[src/rtl/afs_pkg.sv]
// shared widths, register indexes and play mode codes for the animation frame selector
package afs_pkg;

    localparam int MAX_FRAMES_DEF   = 256;
    localparam int ELAPSED_BITS_DEF = 32;

    localparam int MODE_W     = 3;
    localparam int INTERVAL_W = 16;
    localparam int COUNT_W    = 9;
    localparam int TICKS_W    = 16;
    localparam int FRAME_W    = 8;
    localparam int MOD_W      = COUNT_W + 1;
    localparam int DUR_W      = COUNT_W + INTERVAL_W;

    localparam int CFG_INDEX_W = 2;
    localparam int CFG_DATA_W  = 16;

    localparam logic [CFG_INDEX_W-1:0] REG_PLAY_MODE      = 2'd0;
    localparam logic [CFG_INDEX_W-1:0] REG_FRAME_INTERVAL = 2'd1;
    localparam logic [CFG_INDEX_W-1:0] REG_SEQ_LEN        = 2'd2;

    localparam logic [MODE_W-1:0] MODE_NONE         = 3'd0;
    localparam logic [MODE_W-1:0] MODE_NORMAL       = 3'd1;
    localparam logic [MODE_W-1:0] MODE_REVERSE      = 3'd2;
    localparam logic [MODE_W-1:0] MODE_LOOP         = 3'd3;
    localparam logic [MODE_W-1:0] MODE_LOOP_REVERSE = 3'd4;
    localparam logic [MODE_W-1:0] MODE_PING_PONG    = 3'd5;

    localparam logic ACTION_ADVANCE = 1'b0;
    localparam logic ACTION_RESTART = 1'b1;

endpackage

[src/rtl/animation_frame_selector.sv]
// top level of the animation frame selector: sequencer, time accumulator and output register
//
// Keeps a wrapping ELAPSED_BITS-bit elapsed-time count and, for each item, gives the frame
// index to show and a finished flag (elapsed above the frame count times the frame interval).
// One item is worked on at a time; the result waits in an output register, so the next item
// can be taken while it is still stalled. The sequencer runs the bit-serial divider once for
// elapsed / frame_interval and, in loop, loop reverse and ping-pong modes, once more for the
// wrap modulus; normal and reverse modes use the first division only, and the divider is
// skipped when the mode is none (or an unused code) or only one frame is configured. A
// finished result that finds the output register still stalled holds the sequencer until
// that register is taken. Configuration is written through cfg_we / cfg_index / cfg_data;
// the user must write it only while no item is in flight, and the block itself does not
// enforce this. Indexes past the register list are ignored.
module animation_frame_selector #(
    parameter int MAX_FRAMES   = afs_pkg::MAX_FRAMES_DEF,
    parameter int ELAPSED_BITS = afs_pkg::ELAPSED_BITS_DEF
) (
    input  logic                             clk,
    input  logic                             rst_n,
    input  logic                             cfg_we,
    input  logic [afs_pkg::CFG_INDEX_W-1:0]  cfg_index,
    input  logic [afs_pkg::CFG_DATA_W-1:0]   cfg_data,
    input  logic                             in_valid,
    output logic                             in_stall,
    input  logic                             action,
    input  logic [afs_pkg::TICKS_W-1:0]      ticks,
    output logic                             out_valid,
    input  logic                             out_stall,
    output logic [afs_pkg::FRAME_W-1:0]      frame_index,
    output logic                             finished
);

    import afs_pkg::*;

    localparam int N        = ELAPSED_BITS;
    localparam int CmpW     = (ELAPSED_BITS > DUR_W) ? ELAPSED_BITS : DUR_W;
    localparam int CountCap = (MAX_FRAMES < 511) ? MAX_FRAMES : 511;

    typedef enum logic [2:0] {
        S_IDLE,
        S_Q_LOAD,
        S_Q_RUN,
        S_M_LOAD,
        S_M_RUN,
        S_DONE
    } state_t;

    // configuration
    logic [MODE_W-1:0]     play_mode_reg;
    logic [INTERVAL_W-1:0] frame_interval_reg;
    logic [COUNT_W-1:0]    seq_len_reg;

    always_ff @(posedge clk or negedge rst_n)
    begin
        if (!rst_n)
        begin
            play_mode_reg      <= MODE_NONE;
            frame_interval_reg <= INTERVAL_W'(1);
            seq_len_reg        <= COUNT_W'(1);
        end
        else if (cfg_we)
        begin
            unique case (cfg_index)
                REG_PLAY_MODE:      play_mode_reg      <= cfg_data[MODE_W-1:0];
                REG_FRAME_INTERVAL: frame_interval_reg <= cfg_data[INTERVAL_W-1:0];
                REG_SEQ_LEN:        seq_len_reg        <= cfg_data[COUNT_W-1:0];
                default:            ;
            endcase
        end
    end

    // effective interval and frame count
    logic [INTERVAL_W-1:0] interval;
    logic [COUNT_W-1:0]    count_nz;
    logic [COUNT_W-1:0]    count;
    logic [COUNT_W-1:0]    last;
    logic                  multi;
    logic [MOD_W-1:0]      twice_less2;
    logic [MOD_W-1:0]      modulus;

    assign interval    = (frame_interval_reg == '0) ? INTERVAL_W'(1) : frame_interval_reg;
    assign count_nz    = (seq_len_reg == '0) ? COUNT_W'(1) : seq_len_reg;
    assign count       = (count_nz > COUNT_W'(CountCap)) ? COUNT_W'(CountCap) : count_nz;
    assign last        = count - 1'b1;
    assign multi       = (count > COUNT_W'(1));
    assign twice_less2 = {count, 1'b0} - MOD_W'(2);
    assign modulus     = (play_mode_reg == MODE_PING_PONG) ? twice_less2 : {1'b0, count};

    // sequencer and datapath registers
    state_t              state_reg, state_next;
    logic [N-1:0]        elapsed_reg, elapsed_next;
    logic [CmpW-1:0]     duration_reg, duration_next;
    logic [N-1:0]        q_reg, q_next;
    logic [MOD_W-1:0]    r_reg, r_next;
    logic                out_valid_reg, out_valid_next;
    logic [FRAME_W-1:0]  frame_index_reg, frame_index_next;
    logic                finished_reg, finished_next;

    logic                in_take;
    logic                div_start;
    logic [N-1:0]        div_dividend;
    logic [INTERVAL_W-1:0] div_divisor;
    logic                div_done;
    logic [N-1:0]        div_quotient;
    logic [INTERVAL_W-1:0] div_remainder;

    logic                mode_divides;
    logic                mode_wraps;
    logic [FRAME_W-1:0]  pick;
    logic [COUNT_W-1:0]  rev_pick;
    logic [COUNT_W-1:0]  loop_rev_pick;
    logic [MOD_W-1:0]    pong_pick;

    assign in_take   = in_valid && !in_stall;
    assign in_stall  = (state_reg != S_IDLE);
    assign div_start = (state_reg == S_Q_LOAD) || (state_reg == S_M_LOAD);
    assign div_dividend = (state_reg == S_Q_LOAD) ? elapsed_reg : q_reg;
    assign div_divisor  = (state_reg == S_Q_LOAD) ? interval : INTERVAL_W'(modulus);

    always_comb
    begin
        mode_divides = 1'b0;
        mode_wraps   = 1'b0;
        case (play_mode_reg) inside
            MODE_NORMAL, MODE_REVERSE:
                mode_divides = 1'b1;
            MODE_LOOP, MODE_LOOP_REVERSE, MODE_PING_PONG:
            begin
                mode_divides = 1'b1;
                mode_wraps   = 1'b1;
            end
            default:
                ;
        endcase
    end

    // frame choice from the quotient and the wrapped remainder
    assign rev_pick      = last - q_reg[COUNT_W-1:0];
    assign loop_rev_pick = last - r_reg[COUNT_W-1:0];
    assign pong_pick     = (r_reg >= {1'b0, count}) ? (twice_less2 - r_reg) : r_reg;

    always_comb
    begin
        pick = '0;
        if (multi)
        begin
            unique case (play_mode_reg)
                MODE_NORMAL:
                    pick = (q_reg < N'(last)) ? q_reg[FRAME_W-1:0] : last[FRAME_W-1:0];
                MODE_REVERSE:
                    pick = (q_reg >= N'(last)) ? '0 : rev_pick[FRAME_W-1:0];
                MODE_LOOP:
                    pick = r_reg[FRAME_W-1:0];
                MODE_LOOP_REVERSE:
                    pick = loop_rev_pick[FRAME_W-1:0];
                MODE_PING_PONG:
                    pick = pong_pick[FRAME_W-1:0];
                default:
                    pick = '0;
            endcase
        end
    end

    always_comb
    begin
        state_next       = state_reg;
        elapsed_next     = elapsed_reg;
        duration_next    = duration_reg;
        q_next           = q_reg;
        r_next           = r_reg;
        frame_index_next = frame_index_reg;
        finished_next    = finished_reg;
        out_valid_next   = out_valid_reg && out_stall;

        unique case (state_reg)
            S_IDLE:
            begin
                if (in_take)
                begin
                    if (action == ACTION_RESTART)
                        elapsed_next = '0;
                    else if (multi)
                        elapsed_next = elapsed_reg + N'(ticks);
                    duration_next = CmpW'(DUR_W'(count) * DUR_W'(interval));
                    q_next        = '0;
                    r_next        = '0;
                    state_next    = (multi && mode_divides) ? S_Q_LOAD : S_DONE;
                end
            end
            S_Q_LOAD:
                state_next = S_Q_RUN;
            S_Q_RUN:
            begin
                if (div_done)
                begin
                    q_next     = div_quotient;
                    state_next = mode_wraps ? S_M_LOAD : S_DONE;
                end
            end
            S_M_LOAD:
                state_next = S_M_RUN;
            S_M_RUN:
            begin
                if (div_done)
                begin
                    r_next     = div_remainder[MOD_W-1:0];
                    state_next = S_DONE;
                end
            end
            S_DONE:
            begin
                // the result moves on once the output register is free
                if (!out_valid_reg || !out_stall)
                begin
                    out_valid_next   = 1'b1;
                    frame_index_next = pick;
                    finished_next    = (CmpW'(elapsed_reg) > duration_reg);
                    state_next       = S_IDLE;
                end
            end
            default:
                state_next = S_IDLE;
        endcase
    end

    always_ff @(posedge clk or negedge rst_n)
    begin
        if (!rst_n)
        begin
            state_reg       <= S_IDLE;
            elapsed_reg     <= '0;
            out_valid_reg   <= 1'b0;
            duration_reg    <= '0;
            q_reg           <= '0;
            r_reg           <= '0;
            frame_index_reg <= '0;
            finished_reg    <= 1'b0;
        end
        else
        begin
            state_reg       <= state_next;
            elapsed_reg     <= elapsed_next;
            out_valid_reg   <= out_valid_next;
            duration_reg    <= duration_next;
            q_reg           <= q_next;
            r_reg           <= r_next;
            frame_index_reg <= frame_index_next;
            finished_reg    <= finished_next;
        end
    end

    afs_serial_div #(
        .N (N),
        .D (INTERVAL_W)
    ) u_div (
        .clk       (clk),
        .rst_n     (rst_n),
        .start     (div_start),
        .dividend  (div_dividend),
        .divisor   (div_divisor),
        .done      (div_done),
        .quotient  (div_quotient),
        .remainder (div_remainder)
    );

    assign out_valid   = out_valid_reg;
    assign frame_index = frame_index_reg;
    assign finished    = finished_reg;

endmodule

[src/rtl/afs_serial_div.sv]
// bit-serial restoring divider, one quotient bit per cycle
module afs_serial_div #(
    parameter int N = afs_pkg::ELAPSED_BITS_DEF,
    parameter int D = afs_pkg::INTERVAL_W
) (
    input  logic         clk,
    input  logic         rst_n,
    input  logic         start,
    input  logic [N-1:0] dividend,
    input  logic [D-1:0] divisor,
    output logic         done,
    output logic [N-1:0] quotient,
    output logic [D-1:0] remainder
);

    localparam int CntW = $clog2(N + 1);

    logic            busy_reg, busy_next;
    logic            done_reg, done_next;
    logic [CntW-1:0] cnt_reg, cnt_next;
    logic [N-1:0]    quo_reg, quo_next;
    logic [D-1:0]    rem_reg, rem_next;
    logic [D-1:0]    den_reg, den_next;

    logic [D:0]      trial;
    logic [D+1:0]    diff;
    logic            fits;

    // shift the next dividend bit into the partial remainder and try the subtract
    assign trial = {rem_reg, quo_reg[N-1]};
    assign diff  = {1'b0, trial} - {2'b00, den_reg};
    assign fits  = ~diff[D+1];

    always_comb
    begin
        busy_next = busy_reg;
        done_next = 1'b0;
        cnt_next  = cnt_reg;
        quo_next  = quo_reg;
        rem_next  = rem_reg;
        den_next  = den_reg;
        if (start)
        begin
            busy_next = 1'b1;
            cnt_next  = CntW'(N);
            quo_next  = dividend;
            rem_next  = '0;
            den_next  = divisor;
        end
        else if (busy_reg)
        begin
            quo_next = {quo_reg[N-2:0], fits};
            rem_next = fits ? diff[D-1:0] : trial[D-1:0];
            cnt_next = cnt_reg - 1'b1;
            if (cnt_reg == CntW'(1))
            begin
                busy_next = 1'b0;
                done_next = 1'b1;
            end
        end
    end

    always_ff @(posedge clk or negedge rst_n)
    begin
        if (!rst_n)
        begin
            busy_reg <= 1'b0;
            done_reg <= 1'b0;
            cnt_reg  <= '0;
        end
        else
        begin
            busy_reg <= busy_next;
            done_reg <= done_next;
            cnt_reg  <= cnt_next;
        end
    end

    always_ff @(posedge clk)
    begin
        quo_reg <= quo_next;
        rem_reg <= rem_next;
        den_reg <= den_next;
    end

    assign done      = done_reg;
    assign quotient  = quo_reg;
    assign remainder = rem_reg;

endmodule

[config.mk]
export PLATFORM = sky130hd
export DESIGN_NAME = animation_frame_selector
export DESIGN_NICKNAME = d
export VERILOG_FILES = /design/src/rtl/afs_pkg.sv /design/src/rtl/animation_frame_selector.sv /design/src/rtl/afs_serial_div.sv
export SDC_FILE = /design/constraint.sdc
export NUM_CORES = 1
export LEC_CHECK = 0
export BUFFER_PORTS_ARGS = -buffer_cell sky130_fd_sc_hd__buf_2
export CORE_UTILIZATION = 60
export CTS_BUF_LIST = sky130_fd_sc_hd__clkbuf_16
export DETAILED_ROUTE_END_ITERATION = 12
export GPL_ROUTABILITY_DRIVEN = 0
export PLACE_DENSITY = 0.77
export SLEW_MARGIN = 20
export SYNTH_ARGS = -nofsm -noshare
export SYNTH_HDL_FRONTEND = slang
export SYNTH_SLANG_ARGS = --single-unit
export TNS_END_PERCENT = 50
[constraint.sdc]
create_clock -name clk -period 12 [get_ports clk]
set_input_delay 2.4 -clock clk [delete_from_list [all_inputs] [get_ports clk]]
set_output_delay 2.4 -clock clk [all_outputs]
set_load 0.01 [all_outputs]
==> out/qor.txt <==
Cells after Synth - 1,922
CP Max Fanout - 30
synth warn - 0
most frequent cells in the layout - nand2_1 (251), inv_1 (223), o21ai_0 (158)
CORE AREA - 28,700 sq um
Final nets - 2,217
Startpoint Class - flop
sw frac - 0.468
DR WL/cell - 18.4 um
Pleak - 8.76 nW
Worst-Margin Slew - 0.983 ns
Synth async-reset ratio - 0.698
share of total power in the clock network - 0.144
DRC viols - 0
Worst EP required - 12.40 ns
post-route setup slack - 5.73 ns
Post-synth EDFFs - 48
Initial DRT Pass Iterations - 8
first-pass GRT wire length - 71.6 mm
H-tree levels - 1
routed wire length - 43.0 mm
design area - 18,900 sq um
Vias/cell - 5.96
setup TNS - 0 ns
Post-DRT Antenna Nets - 0
Worst Clk Skew - 0.0200 ns
Clock Sinks - 212
diodes inserted - 0
worst hold path type - flop to flop
Pwr per Cell Area - 284 nW/um^2
vias in the first global route - 13.8k
endpoints failing setup - 0
DPL Wire Length - 31.8 mm
total CTS buffers - 24
initial antenna violation count - 0
CTS clk-pin slew, worst paths - 0.06 ns
initial drt markers - 1,178
Top Ports - 51
CTS tree - yes
grt ovf - 0
combinational power share - 0.613
synth unique cells - 83
FP Rows - 62
Die ar. - 29,800 sq um
pre-CTS setup slack - 5.70 ns
Slew HR - 0.345
Net Sw Power - 0.00250 W
status - complete, no violations
f_max - 159 MHz
port buffer count - 50
sequential fraction of the synthesis area - 0.313
# Post-CTS Setup Buffers - 0
Syn Nets - 2,209
chip height - 173 um
Yosys reg bits - 212
area delta synth->final - 7.97%
cell-internal power - 0.00285 W
via count - 13.9k
share of cells above drive strength 1 - 0.0852
largest net degree at the start of global routing - 86
dpl cell area - 18,000 sq um
clock insertion delay at the later pin of the skew report - 0.54 ns
Most used DFF post-synth - dfrtp_1
deepest clock path buffer count - 3
sequential power share - 0.243
final hold slack - 0.483 ns
hold_buf cts - 0
Cell Area, Synth - 17,500 sq um
Final min period - 6.27 ns
critical path endpoint category - flop
starting density of the core - 0.609
Die Width - 173 um
final worst-path cycle share - 0.523
RSZ-0062 raised after global routing - false
most common cell after layout, fill and taps aside - nand2_1
GRT Util Overall - 0.296
syn_area_per_cell - 9.09 sq um
worst vdd ir - 317 uV
Hold Fails Final Rpt - 0
max cap viols - 0
root buf cell - clkbuf_16
CTS resizes - 0
crit path DAT - 6.68 ns
fin. max-slew vios - 0
fin util - 0.657
WS Path Type - flop to flop
cell type report:
type | instances | area (sq um)
multi-input combinational | 1404 | 10900
fill | 2325 | 9830
sequential | 212 | 5470
inverter | 222 | 833
clock buffer | 24 | 601
tap | 384 | 480
timing repair buffer | 66 | 377
clock inverter | 20 | 226
through the flow:
step | cells | total power (W)
CTS | 2332 | 0.00533
detailed placement | 2288 | 0.00454
finish | 2332 | 0.00535
floorplan | 1922 | 0.00373
global route | 2332 | 0.00584
global placement | 2288 | 0.00442
path summary, 6_finish.rpt:
kind | slack, ns | startpoint | depth (start not counted) | endpoint
setup / recovery | 5.73 | seq_len_reg[8] | 18 | duration_reg[21]
hold / removal | 0.48 | duration_reg[15] | 2 | duration_reg[15]
setup reg to reg | 5.73 | seq_len_reg[8] | 18 | duration_reg[21]
hold reg to reg | 0.48 | duration_reg[15] | 2 | duration_reg[15]
max in group asynchronous | 8.67 | rst_n | 2 | u_div.cnt_reg[0]
min in group asynchronous | 1.86 | rst_n | 1 | elapsed_reg[10]
synth_stat cells, types with 48 or more instances:
| cell type | count | area (sq um) |
|---|---|---|
| ha_1 | 143 | 1790 |
| fa_1 | 104 | 2080 |
| mux2i_1 | 48 | 480 |
| a21oi_1 | 81 | 405 |
| nand2_1 | 251 | 942 |
| edfxtp_1 | 48 | 1440 |
| dfrtp_1 | 146 | 3650 |
| o21ai_0 | 158 | 791 |
| clkbuf_1 | 73 | 274 |
| nor2_1 | 79 | 297 |
| inv_1 | 221 | 830 |
| and2_1 | 80 | 500 |
critical path, cell delays in order, from the launching register on:
cell	delay [ns]
dfrtp_1	0.74
nor2b_1	0.92
nand2_1	0.17
fa_1	0.52
fa_1	0.54
inv_1	0.05
fa_1	0.53
inv_1	0.06
fa_1	0.53
inv_1	0.04
ha_1	0.34
nand3_1	0.10
o211ai_1	0.12
o221ai_1	0.29
o21ai_0	0.30
a2111o_1	0.43
a31oi_1	0.20
xor2_1	0.16
o21ai_0	0.08
layer usage:
metal	up-vias	part of all wire	GRT usage
met5	-	0	0
met4	0	0.024	0.0900
met3	72	0.062	0.0297
met2	451	0.48	0.481
met1	6837	0.43	0.422
li1	6532	-	-
logic make-up (layout without fill, tap and decap cells):
kind of cell	Yosys count	after routing	synth area share
AOI/OAI and AO/OA	398	398	0.144
xor gates and xnor gates	79	79	0.0400
adders and majority gates	247	247	0.221
buffers and inverters	306	332	0.0669
DFF	212	212	0.313
muxes	77	77	0.0462
and+or+nand+nor	603	603	0.168
power groups by stage:
stage / logic (W) / registers [W] / clock network, W
finish: 0.00328 / 0.00130 / 0.000771
floorplan: 0.00255 / 0.00118 / 0
global placement: 0.00313 / 0.00129 / 0
detailed placement: 0.00323 / 0.00130 / 0
CTS: 0.00326 / 0.00129 / 0.000781
global route: 0.00371 / 0.00133 / 0.000807
(Power assumes the default switching activity.)
